--- config.mk ---
export PLATFORM = sky130hd
export DESIGN_NAME = expert_pid_angle_filtered
export DESIGN_NICKNAME = d
export VERILOG_FILES = /design/src/design/epaf_pkg.sv /design/src/design/epaf_ctrl.sv /design/src/design/epaf_dp.sv /design/src/design/expert_pid_angle_filtered.sv
export SDC_FILE = /design/constraint.sdc
export NUM_CORES = 2
export LEC_CHECK = 0
export ABC_CLOCK_PERIOD_IN_PS = 14200
export BUFFER_PORTS_ARGS = -buffer_cell sky130_fd_sc_hd__buf_2
export CAP_MARGIN = 10
export CORE_MARGIN = 10
export CORE_UTILIZATION = 30
export CTS_CLUSTER_SIZE = 14
export DETAILED_ROUTE_END_ITERATION = 8
export GPL_TIMING_DRIVEN = 0
export SYNTH_ARGS = -nofsm -noshare
export SYNTH_HDL_FRONTEND = slang
export SYNTH_SLANG_ARGS = --single-unit
--- constraint.sdc ---
create_clock -name clk -period 14.2 [get_ports clk]
set_clock_uncertainty 0.2 [all_clocks]
set_input_delay 0.71 -clock clk [delete_from_list [all_inputs] [get_ports clk]]
set_output_delay 0.71 -clock clk [all_outputs]
set_load 0.005 [all_outputs]
--- src/design/epaf_pkg.sv ---
`timescale 1ns / 1ps
`default_nettype none
// ----------------------------------------------------------------------------
// epaf_pkg
// shared types, constants and rounding helpers for the steering pid block
// ----------------------------------------------------------------------------
package epaf_pkg;

  // field widths
  localparam int ERR_W   = 16;
  localparam int GAIN_W  = 16;
  localparam int LIM_W   = 15;
  localparam int DRV_W   = 16;
  localparam int CIDX_W  = 3;
  localparam int MA_W    = 36;
  localparam int MB_W    = 17;
  localparam int PROD_W  = MA_W + MB_W;
  localparam int ACC_W   = 48;
  localparam int RND_W   = ACC_W - 8;

  // thresholds, error in q11.4, output in q.12
  localparam logic signed [ERR_W-1:0] ERR_DEAD  = 16'sd48;
  localparam logic signed [ERR_W-1:0] DIR_BAND  = 16'sd128;
  localparam logic [ERR_W:0]          SMALL_ERR = 17'd320;
  localparam logic [ERR_W:0]          MID_ERR   = 17'd560;
  localparam logic [ERR_W:0]          LARGE_ERR = 17'd1200;
  localparam logic signed [RND_W-1:0] OUT_DEAD  = 40'sd12288;

  // signed q8.8 filter and scale factors
  localparam logic signed [MB_W-1:0] K_D_NEW = 17'sd179;
  localparam logic signed [MB_W-1:0] K_D_OLD = 17'sd77;
  localparam logic signed [MB_W-1:0] K_O_NEW = 17'sd218;
  localparam logic signed [MB_W-1:0] K_O_OLD = 17'sd38;
  localparam logic signed [MB_W-1:0] K_SMALL = 17'sd166;
  localparam logic signed [MB_W-1:0] K_GROW  = 17'sd275;
  localparam logic signed [MB_W-1:0] K_UNIT  = 17'sd256;

  // register reset values
  localparam logic [LIM_W-1:0] INTEG_LIMIT_RST = 15'd6400;
  localparam logic [LIM_W-1:0] DRIVE_LIMIT_RST = 15'd1000;

  // configuration register indexes
  typedef enum logic [CIDX_W-1:0] {
    REG_PROP_GAIN   = 3'd0,
    REG_INTEG_GAIN  = 3'd1,
    REG_DERIV_GAIN  = 3'd2,
    REG_INTEG_LIMIT = 3'd3,
    REG_DRIVE_LIMIT = 3'd4
  } cfg_reg_t;

  // direction codes
  typedef enum logic [1:0] {
    DIR_NONE = 2'd0,
    DIR_NEG  = 2'd1,
    DIR_POS  = 2'd2
  } dir_t;

  // datapath step commands
  typedef enum logic [3:0] {
    STEP_IDLE,
    STEP_LOAD,
    STEP_PREP,
    STEP_DPROD,
    STEP_DN1,
    STEP_DN2,
    STEP_DN3,
    STEP_S1,
    STEP_S2,
    STEP_K,
    STEP_LIM,
    STEP_O1,
    STEP_O2,
    STEP_O3,
    STEP_COMMIT
  } step_t;

  typedef struct packed {
    step_t step;
  } epaf_cmd_t;

  // floor((v + 128) / 256)
  function automatic logic signed [RND_W-1:0] round_q8(input logic signed [ACC_W-1:0] v);
    logic signed [ACC_W-1:0] t;
    t = v + 48'sd128;
    return t[ACC_W-1:8];
  endfunction

  // saturate to the signed 32-bit range
  function automatic logic signed [31:0] sat32(input logic signed [RND_W-1:0] v);
    logic signed [31:0] r;
    if (v > 40'sd2147483647) begin
      r = 32'sh7FFF_FFFF;
    end else if (v < -40'sd2147483648) begin
      r = 32'sh8000_0000;
    end else begin
      r = v[31:0];
    end
    return r;
  endfunction

endpackage
`default_nettype wire

--- src/design/epaf_ctrl.sv ---
`timescale 1ns / 1ps
`default_nettype none
// ----------------------------------------------------------------------------
// epaf_ctrl
// sequencer: steps the datapath through one sample and owns the handshakes
// ----------------------------------------------------------------------------
module epaf_ctrl (
  input  wire logic              clk,
  input  wire logic              rst_n,
  input  wire logic              in_valid,
  output logic                   in_stall,
  output logic                   out_valid,
  input  wire logic              out_stall,
  output epaf_pkg::epaf_cmd_t    cmd
);
  import epaf_pkg::*;

  typedef enum logic [3:0] {
    ST_IDLE,
    ST_PREP,
    ST_DPROD,
    ST_DN1,
    ST_DN2,
    ST_DN3,
    ST_S1,
    ST_S2,
    ST_K,
    ST_LIM,
    ST_O1,
    ST_O2,
    ST_O3,
    ST_DONE
  } state_t;

  state_t state_r, state_nxt;
  logic   out_valid_r, out_valid_nxt;
  logic   out_free;

  assign in_stall  = (state_r != ST_IDLE);
  assign out_valid = out_valid_r;
  assign out_free  = !out_valid_r || !out_stall;

  // next state, command and output valid
  always_comb begin
    state_nxt     = state_r;
    out_valid_nxt = out_valid_r && out_stall;
    cmd.step      = STEP_IDLE;
    unique case (state_r)
      ST_IDLE: begin
        if (in_valid) begin
          cmd.step  = STEP_LOAD;
          state_nxt = ST_PREP;
        end
      end
      ST_PREP:  begin cmd.step = STEP_PREP;  state_nxt = ST_DPROD; end
      ST_DPROD: begin cmd.step = STEP_DPROD; state_nxt = ST_DN1;   end
      ST_DN1:   begin cmd.step = STEP_DN1;   state_nxt = ST_DN2;   end
      ST_DN2:   begin cmd.step = STEP_DN2;   state_nxt = ST_DN3;   end
      ST_DN3:   begin cmd.step = STEP_DN3;   state_nxt = ST_S1;    end
      ST_S1:    begin cmd.step = STEP_S1;    state_nxt = ST_S2;    end
      ST_S2:    begin cmd.step = STEP_S2;    state_nxt = ST_K;     end
      ST_K:     begin cmd.step = STEP_K;     state_nxt = ST_LIM;   end
      ST_LIM:   begin cmd.step = STEP_LIM;   state_nxt = ST_O1;    end
      ST_O1:    begin cmd.step = STEP_O1;    state_nxt = ST_O2;    end
      ST_O2:    begin cmd.step = STEP_O2;    state_nxt = ST_O3;    end
      ST_O3:    begin cmd.step = STEP_O3;    state_nxt = ST_DONE;  end
      ST_DONE: begin
        // hold until the output register is free
        if (out_free) begin
          cmd.step      = STEP_COMMIT;
          out_valid_nxt = 1'b1;
          state_nxt     = ST_IDLE;
        end
      end
      default: state_nxt = ST_IDLE;
    endcase
  end

  // state and registered outputs
  always_ff @(posedge clk) begin
    if (!rst_n) begin
      state_r     <= ST_IDLE;
      out_valid_r <= 1'b0;
    end else begin
      state_r     <= state_nxt;
      out_valid_r <= out_valid_nxt;
    end
  end

endmodule
`default_nettype wire

--- src/design/epaf_dp.sv ---
`timescale 1ns / 1ps
`default_nettype none
// ----------------------------------------------------------------------------
// epaf_dp
// datapath: config registers, controller state, one shared multiplier
// ----------------------------------------------------------------------------
module epaf_dp (
  input  wire logic                                  clk,
  input  wire logic                                  rst_n,
  input  wire epaf_pkg::epaf_cmd_t                   cmd,
  input  wire logic signed [epaf_pkg::ERR_W-1:0]     in_steer_error,
  input  wire logic                                  cfg_we,
  input  wire logic [epaf_pkg::CIDX_W-1:0]           cfg_index,
  input  wire logic [epaf_pkg::GAIN_W-1:0]           cfg_data,
  output logic signed [epaf_pkg::DRV_W-1:0]          out_drive_value,
  output logic [1:0]                                 out_direction
);
  import epaf_pkg::*;

  // configuration
  logic [GAIN_W-1:0] prop_gain_r, integ_gain_r, deriv_gain_r;
  logic [LIM_W-1:0]  integ_limit_r, drive_limit_r;

  // controller state
  logic signed [ERR_W-1:0] prev_error_r, older_error_r, error_sum_r;
  logic signed [31:0]      deriv_filt_r, prev_output_r;

  // per-sample working registers
  logic signed [ERR_W-1:0]  e_r, sum_r;
  dir_t                     dir_r;
  logic signed [MB_W-1:0]   k_r;
  logic signed [31:0]       dnew_r, y_r;
  logic signed [ACC_W-1:0]  acc_r;
  logic signed [PROD_W-1:0] prod_r;
  logic signed [DRV_W-1:0]  drive_r;
  dir_t                     odir_r;

  // configuration writes
  always_ff @(posedge clk) begin
    if (!rst_n) begin
      prop_gain_r   <= '0;
      integ_gain_r  <= '0;
      deriv_gain_r  <= '0;
      integ_limit_r <= INTEG_LIMIT_RST;
      drive_limit_r <= DRIVE_LIMIT_RST;
    end else if (cfg_we) begin
      unique case (cfg_index)
        REG_PROP_GAIN:   prop_gain_r   <= cfg_data;
        REG_INTEG_GAIN:  integ_gain_r  <= cfg_data;
        REG_DERIV_GAIN:  deriv_gain_r  <= cfg_data;
        REG_INTEG_LIMIT: integ_limit_r <= cfg_data[LIM_W-1:0];
        REG_DRIVE_LIMIT: drive_limit_r <= cfg_data[LIM_W-1:0];
        default: ;
      endcase
    end
  end

  // input deadband
  logic signed [ERR_W-1:0] e_in;
  assign e_in = (in_steer_error > -ERR_DEAD && in_steer_error < ERR_DEAD) ? '0
                                                                           : in_steer_error;

  // clamped error sum
  logic signed [ERR_W:0] sum_raw, il;
  logic signed [ERR_W-1:0] sum_c;
  always_comb begin
    sum_raw = {error_sum_r[ERR_W-1], error_sum_r} + {e_r[ERR_W-1], e_r};
    il      = $signed({2'b00, integ_limit_r});
    if (sum_raw > il) begin
      sum_c = il[ERR_W-1:0];
    end else if (sum_raw < -il) begin
      sum_c = 16'(-il);
    end else begin
      sum_c = sum_raw[ERR_W-1:0];
    end
  end

  // direction from the deadbanded error
  dir_t dir_c;
  always_comb begin
    priority if (e_r < -DIR_BAND) dir_c = DIR_NEG;
    else if (e_r > DIR_BAND)      dir_c = DIR_POS;
    else                          dir_c = DIR_NONE;
  end

  // integer part of an error, truncated toward zero
  function automatic logic signed [11:0] int_part(input logic signed [ERR_W-1:0] x);
    logic signed [ERR_W:0] t;
    t = {x[ERR_W-1], x} + (x[ERR_W-1] ? 17'sd15 : 17'sd0);
    return t[ERR_W-1:4];
  endfunction

  // gain regime and growth test
  logic [ERR_W:0]          ae;
  logic signed [11:0]      tn, tl, tll;
  logic signed [12:0]      d1, d2;
  logic                    pos1, pos2, grow;
  logic signed [MB_W-1:0]  k_c;
  always_comb begin
    ae   = e_r[ERR_W-1] ? (17'd0 - {e_r[ERR_W-1], e_r}) : {1'b0, e_r};
    tn   = int_part(e_r);
    tl   = int_part(prev_error_r);
    tll  = int_part(older_error_r);
    d1   = {tn[11], tn} - {tl[11], tl};
    d2   = {tl[11], tl} - {tll[11], tll};
    pos1 = (tn != '0) && (d1 != '0) && (tn[11] == d1[12]);
    pos2 = (tl != '0) && (d2 != '0) && (tl[11] == d2[12]);
    grow = (pos1 && pos2) || (tn == tl);
    priority if (ae < SMALL_ERR)        k_c = K_SMALL;
    else if (ae > LARGE_ERR)            k_c = K_UNIT;
    else if (grow && (ae > MID_ERR))    k_c = K_GROW;
    else                                k_c = K_UNIT;
  end

  // shared multiplier operand selection
  logic signed [MA_W-1:0]   mul_a;
  logic signed [MB_W-1:0]   mul_b;
  logic signed [PROD_W-1:0] mul_p;
  logic signed [ERR_W:0]    ediff;
  assign ediff = {e_r[ERR_W-1], e_r} - {prev_error_r[ERR_W-1], prev_error_r};

  always_comb begin
    mul_a = '0;
    mul_b = '0;
    unique case (cmd.step)
      STEP_DPROD: begin mul_a = MA_W'(ediff);         mul_b = $signed({1'b0, deriv_gain_r}); end
      STEP_DN1:   begin mul_a = prod_r[MA_W-1:0];     mul_b = K_D_NEW; end
      STEP_DN2:   begin mul_a = MA_W'(deriv_filt_r);  mul_b = K_D_OLD; end
      STEP_DN3:   begin mul_a = MA_W'(e_r);           mul_b = $signed({1'b0, prop_gain_r}); end
      STEP_S1:    begin mul_a = MA_W'(sum_r);         mul_b = $signed({1'b0, integ_gain_r}); end
      STEP_K:     begin mul_a = acc_r[MA_W-1:0];      mul_b = k_r; end
      STEP_O1:    begin mul_a = acc_r[MA_W-1:0];      mul_b = K_O_NEW; end
      STEP_O2:    begin mul_a = MA_W'(prev_output_r); mul_b = K_O_OLD; end
      default: ;
    endcase
  end
  assign mul_p = mul_a * mul_b;

  // rounding, limiting and output shaping
  logic signed [ACC_W-1:0] prod_lo, acc_sum;
  logic signed [RND_W-1:0] rnd_sum, rnd_prod, lim_s, lim_c, y_c;
  always_comb begin
    prod_lo  = prod_r[ACC_W-1:0];
    acc_sum  = acc_r + prod_lo;
    rnd_sum  = round_q8(acc_sum);
    rnd_prod = round_q8(prod_lo);
    lim_s    = $signed({13'd0, drive_limit_r, 12'd0});
    if (rnd_prod > lim_s) begin
      lim_c = lim_s;
    end else if (rnd_prod < -lim_s) begin
      lim_c = -lim_s;
    end else begin
      lim_c = rnd_prod;
    end
    y_c = (rnd_sum > -OUT_DEAD && rnd_sum < OUT_DEAD) ? '0 : rnd_sum;
  end

  // drive truncated toward zero and saturated
  logic signed [32:0]       y_adj;
  logic signed [20:0]       y_int;
  logic signed [DRV_W-1:0]  drive_c;
  always_comb begin
    y_adj = {y_r[31], y_r} + (y_r[31] ? 33'sd4095 : 33'sd0);
    y_int = y_adj[32:12];
    if (y_int > 21'sd32767) begin
      drive_c = 16'sd32767;
    end else if (y_int < -21'sd32767) begin
      drive_c = -16'sd32767;
    end else begin
      drive_c = y_int[DRV_W-1:0];
    end
  end

  // working registers
  always_ff @(posedge clk) begin
    unique case (cmd.step)
      STEP_LOAD: e_r <= e_in;
      STEP_PREP: begin
        sum_r <= sum_c;
        dir_r <= dir_c;
        k_r   <= k_c;
      end
      STEP_DPROD, STEP_DN1, STEP_K, STEP_O1: prod_r <= mul_p;
      STEP_DN2, STEP_O2: begin
        acc_r  <= prod_lo;
        prod_r <= mul_p;
      end
      STEP_DN3: begin
        dnew_r <= sat32(rnd_sum);
        prod_r <= mul_p;
      end
      STEP_S1: begin
        acc_r  <= prod_lo + ACC_W'(dnew_r);
        prod_r <= mul_p;
      end
      STEP_S2:  acc_r <= acc_sum;
      STEP_LIM: acc_r <= ACC_W'(lim_c);
      STEP_O3:  y_r   <= sat32(y_c);
      STEP_COMMIT: begin
        drive_r <= drive_c;
        odir_r  <= dir_r;
      end
      default: ;
    endcase
  end

  // controller state update at the end of a sample
  always_ff @(posedge clk) begin
    if (!rst_n) begin
      prev_error_r  <= '0;
      older_error_r <= '0;
      error_sum_r   <= '0;
      deriv_filt_r  <= '0;
      prev_output_r <= '0;
    end else if (cmd.step == STEP_COMMIT) begin
      older_error_r <= prev_error_r;
      prev_error_r  <= e_r;
      error_sum_r   <= sum_r;
      deriv_filt_r  <= dnew_r;
      prev_output_r <= y_r;
    end
  end

  assign out_drive_value = drive_r;
  assign out_direction   = odir_r;

endmodule
`default_nettype wire

--- src/design/expert_pid_angle_filtered.sv ---
`timescale 1ns / 1ps
`default_nettype none
// ----------------------------------------------------------------------------
// expert_pid_angle_filtered
// fixed-point steering pid with error-regime gain and filtered output
// ----------------------------------------------------------------------------
// One steering-error sample (q11.4) goes in, one drive value and direction
// flag come out. A sample is taken only while the block is idle; its result
// is presented once the sequencer has stepped through its states, and a new
// sample can be accepted after the commit, which waits while the output side
// stalls. The pace is set by a single shared 36x17 multiplier that
// the sequencer steps through eight products per sample. The finished result
// sits in an output register, so the next sample may start while it waits;
// a second result is held back until the first has been taken. cfg_ready is
// always high; registers should only be written while the block is idle and
// take effect from the next sample.
module expert_pid_angle_filtered (
  input  wire logic                                  clk,
  input  wire logic                                  rst_n,
  // input transaction
  input  wire logic                                  in_valid,
  output logic                                       in_stall,
  input  wire logic signed [epaf_pkg::ERR_W-1:0]     in_steer_error,
  // result transaction
  output logic                                       out_valid,
  input  wire logic                                  out_stall,
  output logic signed [epaf_pkg::DRV_W-1:0]          out_drive_value,
  output logic [1:0]                                 out_direction,
  // configuration writes
  input  wire logic                                  cfg_valid,
  output logic                                       cfg_ready,
  input  wire logic [epaf_pkg::CIDX_W-1:0]           cfg_index,
  input  wire logic [epaf_pkg::GAIN_W-1:0]           cfg_data
);
  import epaf_pkg::*;

  epaf_cmd_t cmd;

  assign cfg_ready = 1'b1;

  // sequencer
  epaf_ctrl u_ctrl (
    .clk       (clk),
    .rst_n     (rst_n),
    .in_valid  (in_valid),
    .in_stall  (in_stall),
    .out_valid (out_valid),
    .out_stall (out_stall),
    .cmd       (cmd)
  );

  // arithmetic and state
  epaf_dp u_dp (
    .clk             (clk),
    .rst_n           (rst_n),
    .cmd             (cmd),
    .in_steer_error  (in_steer_error),
    .cfg_we          (cfg_valid && cfg_ready),
    .cfg_index       (cfg_index),
    .cfg_data        (cfg_data),
    .out_drive_value (out_drive_value),
    .out_direction   (out_direction)
  );

  // a new result only ever follows a commit step
  assert property (@(posedge clk) disable iff (!rst_n)
    $rose(out_valid) |-> $past(cmd.step == STEP_COMMIT))
    else $error("result raised without a commit");

  // an accepted sample always starts the sequence
  assert property (@(posedge clk) disable iff (!rst_n)
    (in_valid && !in_stall) |=> (in_stall && cmd.step == STEP_PREP))
    else $error("sequence did not start after accept");

  // a commit never overwrites a result still waiting
  assert property (@(posedge clk) disable iff (!rst_n)
    (cmd.step == STEP_COMMIT) |-> (!out_valid || !out_stall))
    else $error("pending result overwritten");

  // drive is saturated symmetrically
  assert property (@(posedge clk) disable iff (!rst_n)
    out_valid |-> (out_drive_value != -16'sd32768))
    else $error("drive outside symmetric range");

endmodule
`default_nettype wire
# ---- After elaboration in Yosys (flattened, before gate mapping)
# Cells that the tools add are included.
dict set report word_totals {
  ff_bits 424
  input_bits 40
  output_inout_bits 21
  wordCells 155
}
dict set report classes {
  add_sub_neg 15
  multipliers 1
  order_cmp 19
  n_eq_ne 36
  mux 27
  n_reduce_logical 32
}
# operator count
set op_table {}
lappend op_table {{36-bit one-hot mux with 7 select lines} 1}
lappend op_table {{48-bit one-hot mux with 4 select lines} 1}
lappend op_table {{17-bit one-hot mux with 8 select lines} 1}
lappend op_table {{40-bit two-way mux} 3}
lappend op_table {{4-bit one-hot mux with 14 select lines} 2}
lappend op_table {{48-bit by 9-bit adder with 48-bit output, second input constant} 2}
lappend op_table {{40-bit by 32-bit greater-than comparator with 1-bit output, second input constant} 2}
lappend op_table {{40-bit by 32-bit less-than comparator with 1-bit output, second input constant} 2}
lappend op_table {{32-bit two-way mux} 2}
lappend op_table {{4-bit == test, second input constant} 13}
lappend op_table {{16-bit by 4-bit adder with 16-bit output} 3}
lappend op_table {{48-bit by 32-bit adder with 48-bit output} 1}
lappend op_table {{48-bit adder} 1}
lappend op_table {{36-bit by 17-bit multiplier with 48-bit output} 1}
lappend op_table {{40-bit by 15-bit greater-than comparator with 1-bit output, second input constant} 1}
lappend op_table {{40-bit by 28-bit greater-than comparator with 1-bit output} 1}
lappend op_table {{40-bit by 15-bit less-than comparator with 1-bit output, second input constant} 1}
lappend op_table {{40-bit less-than comparator} 1}
lappend op_table {{27-bit negation with 40-bit output} 1}
lappend op_table {{33-bit adder} 1}
lappend op_table {{4-bit by 3-bit == test with 1-bit output, second input constant} 8}
lappend op_table {{16-bit two-way mux} 2}
lappend op_table {{13-bit nonzero test} 2}
lappend op_table {{12-bit by 12-bit subtractor with 13-bit output} 2}
lappend op_table {{other kinds (42)} 75}

# ---- Depth between registers and ports, before layout
dict set report depth {
  ltp_word 11
  ltp_mapped 44
  ltp_nobuf 43
}

# ---- Hierarchy
# From an unflattened synthesis, not the netlist that was laid out.
dict set report unflattened {
  cells_unflattened 5986
  area_unflattened_um2 50464.6
}
# module instances cells_per_inst area_per_inst_um2 seq_area_each_um2
set modules_own_cells {}
lappend modules_own_cells {epaf_dp 1 5945 50133.1 10289.9}
lappend modules_own_cells {epaf_ctrl 1 39 320.3 100.1}
lappend modules_own_cells {expert_pid_angle_filtered 1 2 11.3 0.0}

# ---- Least setup slack after synthesis
# Ideal clock, no wire load.
dict set report synth_timing {
  path_kind {register -> register}
  from {register u_dp.e_r[1]}
  to {register u_dp.prod_r[47] (data pin)}
  setup_ps 260
  arrival_ps 9821
  required_ps 13740
  path_slack_ps 3920
  path_stages_with_launch 42
  path_buffers 0
  synth_period_minus_slack_ps 10280
  cell_sequence {edfxtp_1 > ha_1 > nor2b_1 > o21ai_0 > a21boi_0 > o21ai_0 > a21boi_0 > o21ai_0 > a21oi_1 > o21ai_0 > a21boi_0 > o21ai_0 > a21oi_1 > o311ai_0 > o21ai_0 > a211oi_1 > nor2_1 > fa_1 > [... 6 more ...] > inv_1 > fa_1 > inv_1 > ha_1 > nand2_1 > nand2_1 > a21o_1 > a21oi_1 > nor2_1 > a211oi_1 > o211ai_1 > a31oi_1 > nor3_1 > o41ai_1 > o21ai_0 > or4_1 > a31oi_1 > xnor2_1}
}
dict set report synth_between {
  elab_chain_len 3
}
# element line_no
set synth_lines {}
lappend synth_lines {{from (decl)} epaf_dp.sv:29} ;# logic signed [ERR_W-1:0] e_r, sum_r;
lappend synth_lines {{from (signal assigned)} epaf_dp.sv:177} ;# STEP_LOAD: e_r <= e_in;
lappend synth_lines {{16-bit by 16-bit subtractor with 17-bit output} epaf_dp.sv:120} ;# assign ediff = {e_r[ERR_W-1], e_r} - {prev_error_r[ERR_W-1], prev_error_r};
lappend synth_lines {{36-bit one-hot mux with 7 select lines (*)} epaf_dp.sv:125} ;# unique case (cmd.step)
lappend synth_lines {{36-bit by 17-bit multiplier with 48-bit output (*)} epaf_dp.sv:137} ;# assign mul_p = mul_a * mul_b;
lappend synth_lines {{named net u_dp.mul_p[47]} epaf_dp.sv:118} ;# logic signed [PROD_W-1:0] mul_p;
lappend synth_lines {{to (signal assigned)} epaf_dp.sv:183} ;# STEP_DPROD, STEP_DN1, STEP_K, STEP_O1: prod_r <= mul_p;
lappend synth_lines {{to (signal assigned)} epaf_dp.sv:186} ;# prod_r <= mul_p;
lappend synth_lines {{to (signal assigned)} epaf_dp.sv:190} ;# prod_r <= mul_p;
lappend synth_lines {{to (decl)} epaf_dp.sv:34} ;# logic signed [PROD_W-1:0] prod_r;
# The timed path passes the listed nets; every way through them passes the cells marked *.
# A chain may end at the register's enable or synchronous reset.

# ---- Worst setup path in the final report
dict set report layout_timing {
  from {register u_dp.e_r[0]}
  to {register u_dp.prod_r[47] (data pin)}
}
# Same word-level chain as after synthesis.

==> summary.txt <==
Status -> finished, final reports clean
# fillers -> 17.33k
Beginning of the worst hold path -> in_steer_error[0]
Hold Buf Count CTS -> 0
Switching share of total power -> 50.66%
Number of CTS-inserted buffers -> 51
Clock Sinks -> 411
Post-synth cell types -> 97
CTS resizes -> 0
Finish-stage setup viols -> 0
RSZ-0062 raised after global routing -> false
Commonest cells after routing, fill and taps aside -> nand2_1, inv_1, fa_1
Fraction of layout cells with a size suffix above 1 -> 4.360%
Input/output buffers -> 58
CP arrival -> 13.09 ns
Relative slew slack -> 13.48%
Tot GR Track Use -> 19.34%
Hold path depth -> 2
DRT Pass-1 Iters -> 7
Full die area -> 182800 um2
Later-pin clock latency in the skew report -> 0.64 ns
Initial antenna violation count -> 11
IO Count -> 61
Initial Utilization -> 30.21%
Post-Syn Instances -> 5904
Reg-to-reg setup timing slack -> 1.26 ns
Multi-input logic area -> 35530 um2
Part of the power in the clock network -> 16.4%
CTS Buffer Depth -> 3
P_int -> 3.957 mW
Core area -> 165000 um2
Hold WC Path Type -> input pin to register
Worst r2r dst -> u_dp.prod_r[47]$_DFFE_PP_
Asr flop ratio synth -> 0%
Final Max Tran Viols -> 0
Register Area -> 10390 um2
Vias -> 44.17k
Global-route wire length before repair -> 271900 um
Level count of the clock H-tree -> 2
Clock Pin Slew Worst Setup and Hold Paths -> 0.06 ns
Crit Reg-Reg Startpoint -> u_dp.e_r[0]$_SDFFCE_PP0N_
Minimum clock period -> 12.94 ns
Seq cells post-synth -> 411
YS warnings -> 0
EDFF count, synth -> 216
Comb pwr share -> 60.6%
Post-Syn Area per Cell -> 8.442 um2
CP dominant cell by count -> o21ai_0
Max Cap Viol -> 0
Grt ovf -> 0
Fin nets -> 6951
Clk root buf -> clkbuf_16
Reg power frac -> 23.0%
Routed WL per cell -> 21.82 um
Commonest non-fill, non-tap cell in the layout -> nand2_1
Worst Max-Slew Pin Slew -> 1.289 ns
Fmax -> 77.28 MHz
Synth top area cells -> fa_1, edfxtp_1, ha_1, dfxtp_1, nand2_1
Ratio of final minimum period to clock period -> 91.12%
Routed WL -> 180400 um
Vias in the first global route -> 43.75k
Crit. End Element -> register
Area grow syn2layout -> 10.05%
CP Launch Type -> register
Largest fanout on the critical path -> 9
Number of setup buffers added after CTS -> 0
Post-synthesis sequential area ratio -> 20.85%
Final Hold Fails -> 0
DR iter-0 viols -> 4635
Most used DFF post-synth -> edfxtp_1
Power Density -> 146.2 nW/um2
R2r worst-path depth -> 40
WS Path Type -> register to register
Synthesized area -> 49840 um2
Setup_tns -> 0 ns
Routability cong. -> 0.9954
P_leak -> 22.93 nW
Synth area leader -> fa_1
Worst path max stage delay -> 0.72 ns
Detail Route Antenna Nets -> 0
# rows -> 149
Die Y-Extent -> 427.6 um
Top-area cell type share of the netlist area -> 20.53%
Hold worst-path end -> u_dp.e_r[0]$_SDFFCE_PP0N_
Post-Layout Cell Count -> 8270
Post-DP HPWL -> 151200 um
Mapped Nets -> 6818
Drt drc -> 0
Req. time, crit path -> 14.35 ns
Critical Path Slowest Stage Cell -> a211oi_1
Largest net degree at the start of global routing -> 36
P_sw -> 4.063 mW
CTS tree -> yes
Chip width -> 427.6 um
Routed vias/inst -> 5.341
Placed Cells -> 8171
Peak supply drop -> 0.1131 mV
Total power -> 8.020 mW
-- registers in the layout, indices dropped and copies added (netlist names), 16 cells and up --
register	count
u_dp.older_error_r	16
u_dp.out_drive_value	16
u_dp.prev_error_r	16
u_dp.prod_r	48
u_dp.integ_gain_r	16
u_dp.dnew_r	32
u_dp.deriv_gain_r	16
u_dp.acc_r	48
u_dp.prop_gain_r	16
u_dp.y_r	32
u_dp.error_sum_r	16
u_dp.e_r	16
u_dp.deriv_filt_r	32
u_dp.sum_r	16
u_dp.prev_output_r	32
-- per-stage QoR --
| step | instance area, um2 | utilization [%] | worst slack, ns | hold slack [ns] |
|---|---|---|---|---|
| floorplan | 49840 | - | 3.920 | 0.2003 |
| global placement | 52870 | 32.04 | 0.6003 | 0.2011 |
| detailed placement | 53150 | 32.22 | 1.489 | 0.2062 |
| CTS | 54820 | 33.23 | 1.388 | 0.1470 |
| global route | 54840 | 33.24 | 0.6823 | 0.1859 |
| finish | 54850 | 33.24 | 1.261 | 0.1706 |
-- cells in the mapped netlist (19+ instances only) --
cell type    n
nand2_1    846
inv_1      778
fa_1       511
nor2_1     440
ha_1       363
clkbuf_1   241
a21oi_1    220
edfxtp_1   216
xnor2_1    209
dfxtp_1    195
a21boi_0   194
o21ai_0    181
nand3_1    155
a21o_1     111
xor2_1     108
a22oi_1     97
nor3_1      82
a31oi_1     70
o21a_1      68
nand2b_1    66
nand4_1     61
and3_1      46
and2_1      43
nor4_1      43
nor2b_1     42
o211ai_1    37
a211oi_1    34
or2_2       30
o21bai_1    29
a21boi_1    24
or3_1       24
a221oi_1    22
a222oi_1    20
o31a_1      19
-- worst max path at each step --
stage                                    from                        end
3_5_place_dp        u_dp.e_r[0]$_SDFFCE_PP0N_  u_dp.prod_r[47]$_DFFE_PP_
5_1_grt             u_dp.e_r[0]$_SDFFCE_PP0N_  u_dp.prod_r[47]$_DFFE_PP_
6_report            u_dp.e_r[0]$_SDFFCE_PP0N_  u_dp.prod_r[47]$_DFFE_PP_
2_1_floorplan       u_dp.e_r[1]$_SDFFCE_PP0N_  u_dp.prod_r[47]$_DFFE_PP_
3_3_place_gp   u_ctrl.state_r[3]$_SDFFE_PN0P_  u_dp.prod_r[47]$_DFFE_PP_
4_1_cts             u_dp.e_r[0]$_SDFFCE_PP0N_  u_dp.prod_r[47]$_DFFE_PP_
-- area by class of cell --
type | instances | area share, %
clock inverter | 24 | 0.3559
antenna | 3 | 0.01369
sequential | 411 | 18.94
timing repair buffer | 80 | 0.9627
buffer | 269 | 1.916
clock buffer | 70 | 2.687
inverter | 780 | 5.347
multi-input combinational | 4444 | 64.78
tap | 2189 | 4.994
-- kinds of logic after synthesis --
group           after synthesis  synth area share, %
simple gates               1946                17.70
compound gates             1290                17.88
buf+inv                    1049                7.988
fa+ha+maj                   874                29.64
flops                       411                20.85
xor+xnor                    318                5.603
mux                          15               0.3339
other cells                   1             0.007524
-- critical path, delay by kind of cell (launching register included) --
family	cells	cell delay, ns
DFF	1	0.66
xor gates and xnor gates	1	0.12
and+or+nand+nor	5	1.38
adders and majority gates	8	3.78
AOI/OAI and AO/OA	21	5.61
buffers and inverters	5	0.89
-- power groups by stage --
stage,Clock (mW),Sequential [mW],Combinational [mW]
2_1_floorplan,0,1.71,3.32
4_1_cts,1.33,1.84,4.77
3_5_place_dp,0,1.86,4.74
3_3_place_gp,0,1.87,4.67
5_1_grt,1.37,1.85,5.29
6_report,1.31,1.85,4.86
-- metal layers --
layer | global-route usage (%) | vias to the layer above | routed length [um]
met5 | 0 | - | 13
met4 | 8.418 | 2 | 9225
met2 | 31.13 | 1733 | 81850
li1 | - | 20260 | -
met1 | 25.69 | 21810 | 75610
met3 | 2.965 | 367 | 13720
No activity file was read; power rests on OpenSTA's default activity.
